[config.mk]
export PLATFORM = sky130hd
export DESIGN_NAME = link_reconnect_backoff_fsm
export DESIGN_NICKNAME = d
export VERILOG_FILES = /design/src/rtl/lrb_pkg.sv /design/src/rtl/lrb_cfg_regs.sv /design/src/rtl/lrb_step.sv /design/src/rtl/link_reconnect_backoff_fsm.sv
export SDC_FILE = /design/constraint.sdc
export NUM_CORES = 1
export LEC_CHECK = 0
export ABC_CLOCK_PERIOD_IN_PS = 6220
export BUFFER_PORTS_ARGS = -buffer_cell sky130_fd_sc_hd__buf_2
export CAP_MARGIN = 20
export CELL_PAD_IN_SITES_DETAIL_PLACEMENT = 1
export CELL_PAD_IN_SITES_GLOBAL_PLACEMENT = 1
export CORE_UTILIZATION = 45
export CTS_BUF_LIST = sky130_fd_sc_hd__clkbuf_8
export CTS_CLUSTER_DIAMETER = 40
export CTS_CLUSTER_SIZE = 24
export DETAILED_ROUTE_END_ITERATION = 8
export PLACE_DENSITY = 0.85
export SYNTH_ARGS = -nofsm -noshare
export SYNTH_HDL_FRONTEND = slang
export SYNTH_SLANG_ARGS = --single-unit
[constraint.sdc]
create_clock -name aclk -period 6.22 [get_ports aclk]
set_input_delay 1.244 -clock aclk [delete_from_list [all_inputs] [get_ports aclk]]
set_output_delay 1.244 -clock aclk [all_outputs]
set_load 0.01 [all_outputs]
[src/rtl/lrb_pkg.sv]
`default_nettype none
// ----------------------------------------------------------------------------
// lrb_pkg: shared types for the link reconnect backoff controller
// Beat payloads, register file contents, session state and mode codes.
// ----------------------------------------------------------------------------
package lrb_pkg;

    typedef enum logic [2:0] {
        MODE_IDLE         = 3'd0,
        MODE_WAIT_LINK    = 3'd1,
        MODE_CONNECTING   = 3'd2,
        MODE_CONNECTED    = 3'd3,
        MODE_DISCONNECTED = 3'd4
    } lrb_mode_t;

    typedef enum logic [1:0] {
        REG_BACKOFF_START   = 2'd0,
        REG_BACKOFF_MAX     = 2'd1,
        REG_STATUS_INTERVAL = 2'd2
    } lrb_reg_idx_t;

    localparam logic KIND_BEGIN = 1'b0;

    localparam logic [15:0] BACKOFF_START_RST   = 16'd1000;
    localparam logic [15:0] BACKOFF_MAX_RST     = 16'd60000;
    localparam logic [15:0] STATUS_INTERVAL_RST = 16'd30000;

    typedef struct packed {
        logic        kind;
        logic [31:0] now_ms;
        logic        wifi_up;
        logic        connect_ok;
        logic        session_up;
    } lrb_in_t;

    typedef struct packed {
        logic [2:0]  link_mode;
        logic        connect_attempt;
        logic        subscribe_now;
        logic        retry_scheduled;
        logic [15:0] retry_delay;
        logic        service_session;
        logic        heartbeat_req;
    } lrb_out_t;

    typedef struct packed {
        logic [15:0] backoff_start;
        logic [15:0] backoff_max;
        logic [15:0] status_interval;
    } lrb_cfg_t;

    typedef struct packed {
        lrb_mode_t   mode;
        logic [31:0] next_attempt_time;
        logic [15:0] current_backoff;
        logic [31:0] last_status_time;
    } lrb_state_t;

endpackage : lrb_pkg
`default_nettype wire

[src/rtl/lrb_cfg_regs.sv]
`default_nettype none
// ----------------------------------------------------------------------------
// lrb_cfg_regs: configuration register file
// Three 16-bit registers; writes to unknown indexes are dropped.
// ----------------------------------------------------------------------------
module lrb_cfg_regs (
    input  wire logic                  aclk,
    input  wire logic                  aresetn,
    input  wire logic                  cfg_valid,
    output logic                       cfg_ready,
    input  wire logic [1:0]            cfg_index,
    input  wire logic [15:0]           cfg_data,
    output lrb_pkg::lrb_cfg_t          cfg
);
    import lrb_pkg::*;

    lrb_cfg_t cfg_reg;
    lrb_cfg_t cfg_next;

    assign cfg_ready = 1'b1;
    assign cfg       = cfg_reg;

    always_comb begin
        cfg_next = cfg_reg;
        if (cfg_valid) begin
            case (cfg_index)
                REG_BACKOFF_START:   cfg_next.backoff_start   = cfg_data;
                REG_BACKOFF_MAX:     cfg_next.backoff_max     = cfg_data;
                REG_STATUS_INTERVAL: cfg_next.status_interval = cfg_data;
                default:             cfg_next = cfg_reg;
            endcase
        end
    end

    always_ff @(posedge aclk) begin
        if (!aresetn) begin
            cfg_reg.backoff_start   <= BACKOFF_START_RST;
            cfg_reg.backoff_max     <= BACKOFF_MAX_RST;
            cfg_reg.status_interval <= STATUS_INTERVAL_RST;
        end else begin
            cfg_reg <= cfg_next;
        end
    end

endmodule : lrb_cfg_regs
`default_nettype wire

[src/rtl/lrb_step.sv]
`default_nettype none
// ----------------------------------------------------------------------------
// lrb_step: one controller step
// Next session state and result beat from the current state and one input.
// ----------------------------------------------------------------------------
module lrb_step (
    input  wire lrb_pkg::lrb_in_t      item,
    input  wire lrb_pkg::lrb_cfg_t     cfg,
    input  wire lrb_pkg::lrb_state_t   st,
    output lrb_pkg::lrb_state_t        st_next,
    output lrb_pkg::lrb_out_t          res
);
    import lrb_pkg::*;

    logic [31:0] due_diff;
    logic        due;
    logic [31:0] since_status;
    logic        publish_due;
    logic [15:0] retry_base;
    logic [16:0] doubled;
    logic [15:0] doubled_sat;

    // wrapping deadline test: now - deadline read as signed >= 0
    assign due_diff     = item.now_ms - st.next_attempt_time;
    assign due          = ~due_diff[31];
    assign since_status = item.now_ms - st.last_status_time;
    assign publish_due  = since_status >= {16'd0, cfg.status_interval};

    // session loss restarts the backoff before the retry is planned
    assign retry_base  = (st.mode == MODE_CONNECTED) ? cfg.backoff_start
                                                     : st.current_backoff;
    assign doubled     = {retry_base, 1'b0};
    assign doubled_sat = (doubled > {1'b0, cfg.backoff_max}) ? cfg.backoff_max
                                                             : doubled[15:0];

    always_comb begin
        st_next = st;
        res     = '0;
        if (item.kind == KIND_BEGIN) begin
            if (st.mode == MODE_IDLE) begin
                st_next.mode = MODE_WAIT_LINK;
            end
        end else begin
            case (st.mode)
                MODE_WAIT_LINK: begin
                    if (item.wifi_up) begin
                        st_next.mode              = MODE_CONNECTING;
                        st_next.next_attempt_time = item.now_ms;
                    end
                end
                MODE_CONNECTING: begin
                    if (due) begin
                        res.connect_attempt = 1'b1;
                        if (item.connect_ok) begin
                            st_next.mode             = MODE_CONNECTED;
                            st_next.current_backoff  = cfg.backoff_start;
                            st_next.last_status_time =
                                item.now_ms - {16'd0, cfg.status_interval};
                            res.subscribe_now        = 1'b1;
                        end else begin
                            res.retry_scheduled       = 1'b1;
                            res.retry_delay           = retry_base;
                            st_next.mode              = MODE_DISCONNECTED;
                            st_next.next_attempt_time =
                                item.now_ms + {16'd0, retry_base};
                            st_next.current_backoff   = doubled_sat;
                        end
                    end
                end
                MODE_CONNECTED: begin
                    if (!item.wifi_up || !item.session_up) begin
                        res.retry_scheduled       = 1'b1;
                        res.retry_delay           = retry_base;
                        st_next.mode              = MODE_DISCONNECTED;
                        st_next.next_attempt_time = item.now_ms + {16'd0, retry_base};
                        st_next.current_backoff   = doubled_sat;
                    end else begin
                        res.service_session = 1'b1;
                        if (publish_due) begin
                            st_next.last_status_time = item.now_ms;
                            res.heartbeat_req        = 1'b1;
                        end
                    end
                end
                MODE_DISCONNECTED: begin
                    if (!item.wifi_up) begin
                        st_next.mode = MODE_WAIT_LINK;
                    end else if (due) begin
                        st_next.mode = MODE_CONNECTING;
                    end
                end
                default: begin
                    st_next = st;
                end
            endcase
        end
        res.link_mode = st_next.mode;
    end

endmodule : lrb_step
`default_nettype wire

[src/rtl/link_reconnect_backoff_fsm.sv]
`default_nettype none
// ----------------------------------------------------------------------------
// link_reconnect_backoff_fsm: link session controller with reconnect backoff
// Five-mode session controller with doubling, saturating retry delay.
// ----------------------------------------------------------------------------
// Usage
//   s_ channel: one beat per begin request or time tick (lrb_in_t).
//   m_ channel: exactly one result beat per input beat, in order (lrb_out_t).
//   cfg channel: register writes (backoff_start, backoff_max,
//   status_interval); always ready, to be used only while the block is idle.
// Timing
//   A beat accepted from the s_ channel is captured in the input register,
//   stepped through the controller logic and lands in the result register
//   once that register is free or draining.
//   One beat per cycle sustained while m_ready stays high; the bound is the
//   single session-state register, updated once per stepped beat.
// Reset
//   aresetn (synchronous, low) empties both pipeline registers, puts the
//   session in idle and restores the register file to its defaults.
// Stall
//   While m_ready is low the result register holds; one more beat may sit
//   in the input register, after which s_ready drops until m_ready returns.
// ----------------------------------------------------------------------------
module link_reconnect_backoff_fsm (
    input  wire logic              aclk,
    input  wire logic              aresetn,
    // input beats
    input  wire logic              s_valid,
    output logic                   s_ready,
    input  wire lrb_pkg::lrb_in_t  s_data,
    // result beats
    output logic                   m_valid,
    input  wire logic              m_ready,
    output lrb_pkg::lrb_out_t      m_data,
    // register writes
    input  wire logic              cfg_valid,
    output logic                   cfg_ready,
    input  wire logic [1:0]        cfg_index,
    input  wire logic [15:0]       cfg_data
);
    import lrb_pkg::*;

    lrb_cfg_t   cfg;

    // input register
    logic       in_valid_reg;
    lrb_in_t    in_data_reg;
    // result register
    logic       out_valid_reg;
    lrb_out_t   out_data_reg;
    // session state
    lrb_state_t st_reg;
    lrb_state_t st_next;
    lrb_out_t   res;

    logic       advance;

    lrb_cfg_regs u_cfg (
        .aclk      (aclk),
        .aresetn   (aresetn),
        .cfg_valid (cfg_valid),
        .cfg_ready (cfg_ready),
        .cfg_index (cfg_index),
        .cfg_data  (cfg_data),
        .cfg       (cfg)
    );

    lrb_step u_step (
        .item    (in_data_reg),
        .cfg     (cfg),
        .st      (st_reg),
        .st_next (st_next),
        .res     (res)
    );

    // step the held beat whenever the result slot is free or draining
    assign advance = in_valid_reg && (!out_valid_reg || m_ready);
    assign s_ready = !in_valid_reg || advance;
    assign m_valid = out_valid_reg;
    assign m_data  = out_data_reg;

    always_ff @(posedge aclk) begin
        if (!aresetn) begin
            in_valid_reg <= 1'b0;
        end else if (s_ready) begin
            in_valid_reg <= s_valid;
        end
    end

    always_ff @(posedge aclk) begin
        if (s_ready && s_valid) begin
            in_data_reg <= s_data;
        end
    end

    always_ff @(posedge aclk) begin
        if (!aresetn) begin
            out_valid_reg <= 1'b0;
        end else if (advance) begin
            out_valid_reg <= 1'b1;
        end else if (m_ready) begin
            out_valid_reg <= 1'b0;
        end
    end

    always_ff @(posedge aclk) begin
        if (advance) begin
            out_data_reg <= res;
        end
    end

    // session state: backoff restarts at its power-on default
    always_ff @(posedge aclk) begin
        if (!aresetn) begin
            st_reg.mode              <= MODE_IDLE;
            st_reg.next_attempt_time <= '0;
            st_reg.current_backoff   <= BACKOFF_START_RST;
            st_reg.last_status_time  <= '0;
        end else if (advance) begin
            st_reg <= st_next;
        end
    end

endmodule : link_reconnect_backoff_fsm
`default_nettype wire

---- Yosys cells after proc, flatten, opt, wreduce, memory -nomap -nowiden ----
Cells that the tools add are included.
storage, ports and cells
  input bits .............................. 59
  word-level logic and storage cells ...... 94
  register bits after elaboration ......... 193
operators by class
  muxes and demuxes ....................... 27
  reductions and logical operators ........ 24
  add/sub/neg operators ................... 4
  magnitude comparators ................... 2
  equal/unequal tests ..................... 13
  bitwise gates (word level) .............. 3
operators with widths
  kind                                                  count
  two-way mux 32 bit                                    4
  one-hot mux 32 bit (3 select lines)                   1
  one-hot mux 48 bit (2 select lines)                   1
  two-way mux 83 bit                                    1
  subtractor 32 bit                                     2
  two-way mux 51 bit                                    1
  two-way mux 16 bit                                    3
  two-way mux 35 bit                                    1
  two-way mux 17 bit                                    2
  one-hot mux 17 bit (2 select lines)                   1
  adder 32 x 16 -> 32 bit                               1
  >= comparator 32 x 16 -> 1 bit                        1
  subtractor 32 x 16 -> 32 bit                          1
  two-way mux 19 bit                                    1
  greater-than comparator 17 x 16 -> 1 bit              1
  two-way mux 3 bit                                     5
  AND reduction 7 bit                                   2
  != test 2 bit (second input constant)                 6
  one-hot mux 3 bit (4 select lines)                    1
  AND reduction 2 bit                                   5
  equality test 3 x 2 -> 1 bit (second input constant)  2
  OR reduction 3 bit                                    2
  AND reduction 5 bit                                   1
  logical NOT 1 bit                                     4
  14 further kinds                                      23

---- Longest topological paths before layout ----
  depth after elaboration ................. 8
  depth in mapped cells ................... 21
  depth with buffers taken out ............ 20

---- Modules after synthesis ----
A second synthesis with hierarchy kept.
unflattened totals
  cells, all modules ...................... 1,858
  area total of the unflattened synthesis .. 15,253.4 um^2
by module, submodules not included
  module                      instances  area an instance (um^2)  cells an instance
  lrb_step                    1          8,039.0                  1,232
  link_reconnect_backoff_fsm  1          5,196.2                  431
  lrb_cfg_regs                1          2,018.2                  195

---- Worst setup path after synthesis ----
OpenSTA, ideal clock, no wires.
  path type ............................... flip-flop to flip-flop
  from .................................... reg in_data_reg[3] (netlist name)
  to ...................................... reg st_reg[10] (netlist name)
  path slack .............................. 1.318 ns
  cell stages (with the launch flop) ...... 22
  arrival time ............................ 4.831 ns
  data required time ...................... 6.148 ns
  cells stage by stage .................... edfxtp_1 -> inv_1 -> ha_1 -> fa_1 -> or2b_2 -> a21oi_2 -> and2b_2 -> o221ai_1 -> a21oi_1 -> xnor2_1 -> ha_1 -> o21ai_0 -> nor2_1 -> a2111oi_0 -> o21ai_0 -> nor4_2 -> o211ai_1 -> a2111oi_4 -> a41oi_4 -> nor2_8 -> buf_12 -> mux2i_1
on the way
  longest elaborated chain between the ends .. 4
  elaborated cells on any way between the ends .. 10
ends and longest elaborated chain
  element                                                                               RTL line                           text
  from (decl)                                                                           link_reconnect_backoff_fsm.sv:47   lrb_in_t in_data_reg;
  from (signal assigned)                                                                link_reconnect_backoff_fsm.sv:92   in_data_reg <= s_data;
  subtractor 32 bit or subtractor 32 x 16 -> 32 bit (tied branches)                     lrb_step.sv:26, lrb_step.sv:58
  >= comparator 32 x 16 -> 1 bit or two-way mux 32 bit (tied branches)                  lrb_step.sv:27, lrb_step.sv:54
  != test 2 x 1 -> 1 bit (no line) or two-way mux 83 bit (tied branches)                -
  AND reduction 7 bit (no line) or one-hot mux 48 bit (2 select lines) (tied branches)  -
  to (signal assigned)                                                                  link_reconnect_backoff_fsm.sv:120  st_reg <= st_next;
  to (decl)                                                                             link_reconnect_backoff_fsm.sv:52   lrb_state_t st_reg;
Several ways; a longest one is shown, not always the timed one. The select of a mux whose other input is x is not followed.
A chain may end at the register's enable or synchronous reset.

---- Worst setup path after layout ----
  from .................................... reg in_data_reg[4] (netlist name)
  to ...................................... reg st_reg[15] (netlist name)
Same word-level chain as after synthesis.

==> results.cfg <==
[run_status]
status = complete, no violations

[synth]
synth_nets = 1837
post_synth.cell_area_avg_um2 = 8.32
yosysWarnings = 0
synth_edf_count = 60
syn_inst = 1651
synth_seq_cells = 193
ys_types = 89
synthFlopType = dfxtp_1
async_flop_share_pct = 0
synth_area_mm2 = 0.0137
synth-seq-area-share_pct = 32.5

[route]
wl_per_cell_um = 21.5
drt_iter0_drc = 857
dr.pass1.iters = 7
vias_per_cell = 6.17
drc_errors = 0
ant_nets = 0
drt-total-wl_mm = 45.0
vias = 12938

[global_route]
grt_pass1_wl_mm = 71.0
grt-ovfl-total = 0
grt_max_degree = 110
grt_pass1_vias = 13147
grt_usage_pct = 29.2
top_usage_layer = met2
use_met3_pct = 4.27
gr-usage-met1_pct = 37.0
antenna_found_initial = 0
grtUsageMet2_pct = 49.4

[worst_setup_path]
crit_type = reg2reg
startpoint_type = register
crit_fanout = 10
required_ps = 6670
end_kind = register
critPathArrivalTime_ps = 6210

[floorplan]
start_util_pct = 46.1
num_rows = 63
die_area_mm2 = 0.0312
io_pins = 86
core_area_mm2 = 0.0298
die_y_um = 177
die_x_um = 177

[clock_tree]
cts_tree = built
clock_sinks = 193
clock_path_buffers = 2
numCtsBuffers = 17
clkLatencyLatePin_ps = 530
holdBufCountCts = 0
cts_max_level = 4
clock-root-buffer = clkbuf_8
cts.clk_slew.worst_paths_ps = 120

[worst_hold_path]
holdCritPathClass = reg2reg

[cells_and_area]
fin_util_pct = 50.0
diodes = 0
layout_commonest_cell = nand2_1
area_growth_syn_to_layout_pct = 8.62
finalNonFillerCells = 2097
largest_reg_flops = 83
design_area_mm2 = 0.0149
final_cell_mix = nand2_1 (268), dfxtp_1 (133), ha_1 (124)
final_nets = 1880
drive_gt1_share_pct = 11.8

[timing]
finalSetupTns_ps = 0
fmax_mhz = 174
slew_headroom_pct = 22.7
report.final.slew_viol_count = 0
hold_viol = 0
finalCriticalPeriod_ps = 5750
fin_worst_skew_ps = 25.0
layout_setup_ws_ps = 466
finalSetupViolations = 0
rsz0062_at_grt = no
tightest_slew_ps = 1150
finalCritPeriodShare_pct = 92.5

[place]
dp.cells = 2058
portBuffers = 84
dp_slack_ps = 320
place_area_mm2 = 0.0144
finalWeightedCongestion = 0.904
dp_hpwl_mm = 33.3

[power]
irDropWorstVdd_mv = 0.266
p_leak_nw = 6.04
power_density_mw_per_mm2 = 189

[flow_run]
drv_cap = 0
[power breakdown]
part           switching [W]  internal, W  leakage, nW
sequential         0.0000515      0.00133         1.66
clock               0.000553     0.000384        0.220
combinational       0.000304     0.000188         4.16
[area by class of cell]
class                           count  area [um^2]
Clock inverter                     15          213
Multi-Input combinational cell   1263         8480
Fill cell                        3626        14900
Sequential cell                   193         4460
Tap cell                          390          488
Clock buffer                       17          234
Inverter                          114          428
Timing Repair Buffer              105          604
[critical path, cell delays in order (launching register included)]
cell	delay, ps
edfxtp_1	550
inv_1	190
fa_1	500
or2b_2	330
a21oi_2	180
and2b_2	260
o221ai_1	460
a21oi_1	170
xnor2_1	200
ha_1	270
o21ai_0	180
nor2_1	50
a2111oi_0	360
o21ai_0	190
nor4_2	270
o211ai_1	170
a2111oi_4	430
a41oi_4	330
nor2_8	220
buf_12	150
mux2i_1	200
[Yosys cell counts (28+ instances only)]
cell / n / area share, %
clkbuf_1: 71 / 1.9
nor3_1: 28 / 1.0
xnor2_1: 37 / 2.4
nor2_1: 93 / 2.5
a21oi_1: 108 / 3.9
ha_1: 124 / 11
nand2_1: 268 / 7.3
a21boi_0: 32 / 1.7
o211ai_1: 30 / 1.6
dfxtp_1: 133 / 19
inv_1: 114 / 3.1
a221oi_1: 28 / 1.8
edfxtp_1: 60 / 13
o21ai_0: 108 / 3.9
[what timing repair did]
item / in CTS / in global routing
setup buffers: 0 / 4
setup endpoints to repair: 0 / 28
resized for setup: 0 / 1
[metrics by stage]
step	total power, W	hold slack (ps)
2_1_floorplan	0.00173	438
3_3_place_gp	0.00187	444
3_5_place_dp	0.00189	454
4_1_cts	0.00281	472
5_1_grt	0.00292	498
6_report	0.00281	469
[layer usage]
layer  vias to the layer above  wire length [um]
met4                         0              1730
met5                         -                 0
met3                       104              2310
met2                       389             21600
met1                      6373             19400
li1                       6072                 -
[final timing paths]
kind                                   end      startpoint  cells after the start  slack [ps]
worst max register to register  st_reg[15]  in_data_reg[4]                     20         470
worst max-delay path            st_reg[15]  in_data_reg[4]                     20         470
worst min register to register   st_reg[2]       st_reg[2]                      2         470
worst min-delay path             st_reg[2]       st_reg[2]                      2         470
[logic make-up (layout without fill, tap and decap cells)]
family	count (synthesis)	count (layout)	synth area share, %
AOI/OAI and AO/OA	496	496	24.8
xor gates and xnor gates	62	62	3.96
adders and majority gates	127	127	11.7
buffers and inverters	196	251	6.21
DFF	193	193	32.5
muxes	33	33	2.48
other	1	1	0.0273
and+or+nand+nor	543	544	18.3
Power figures use the tool's default switching activity.
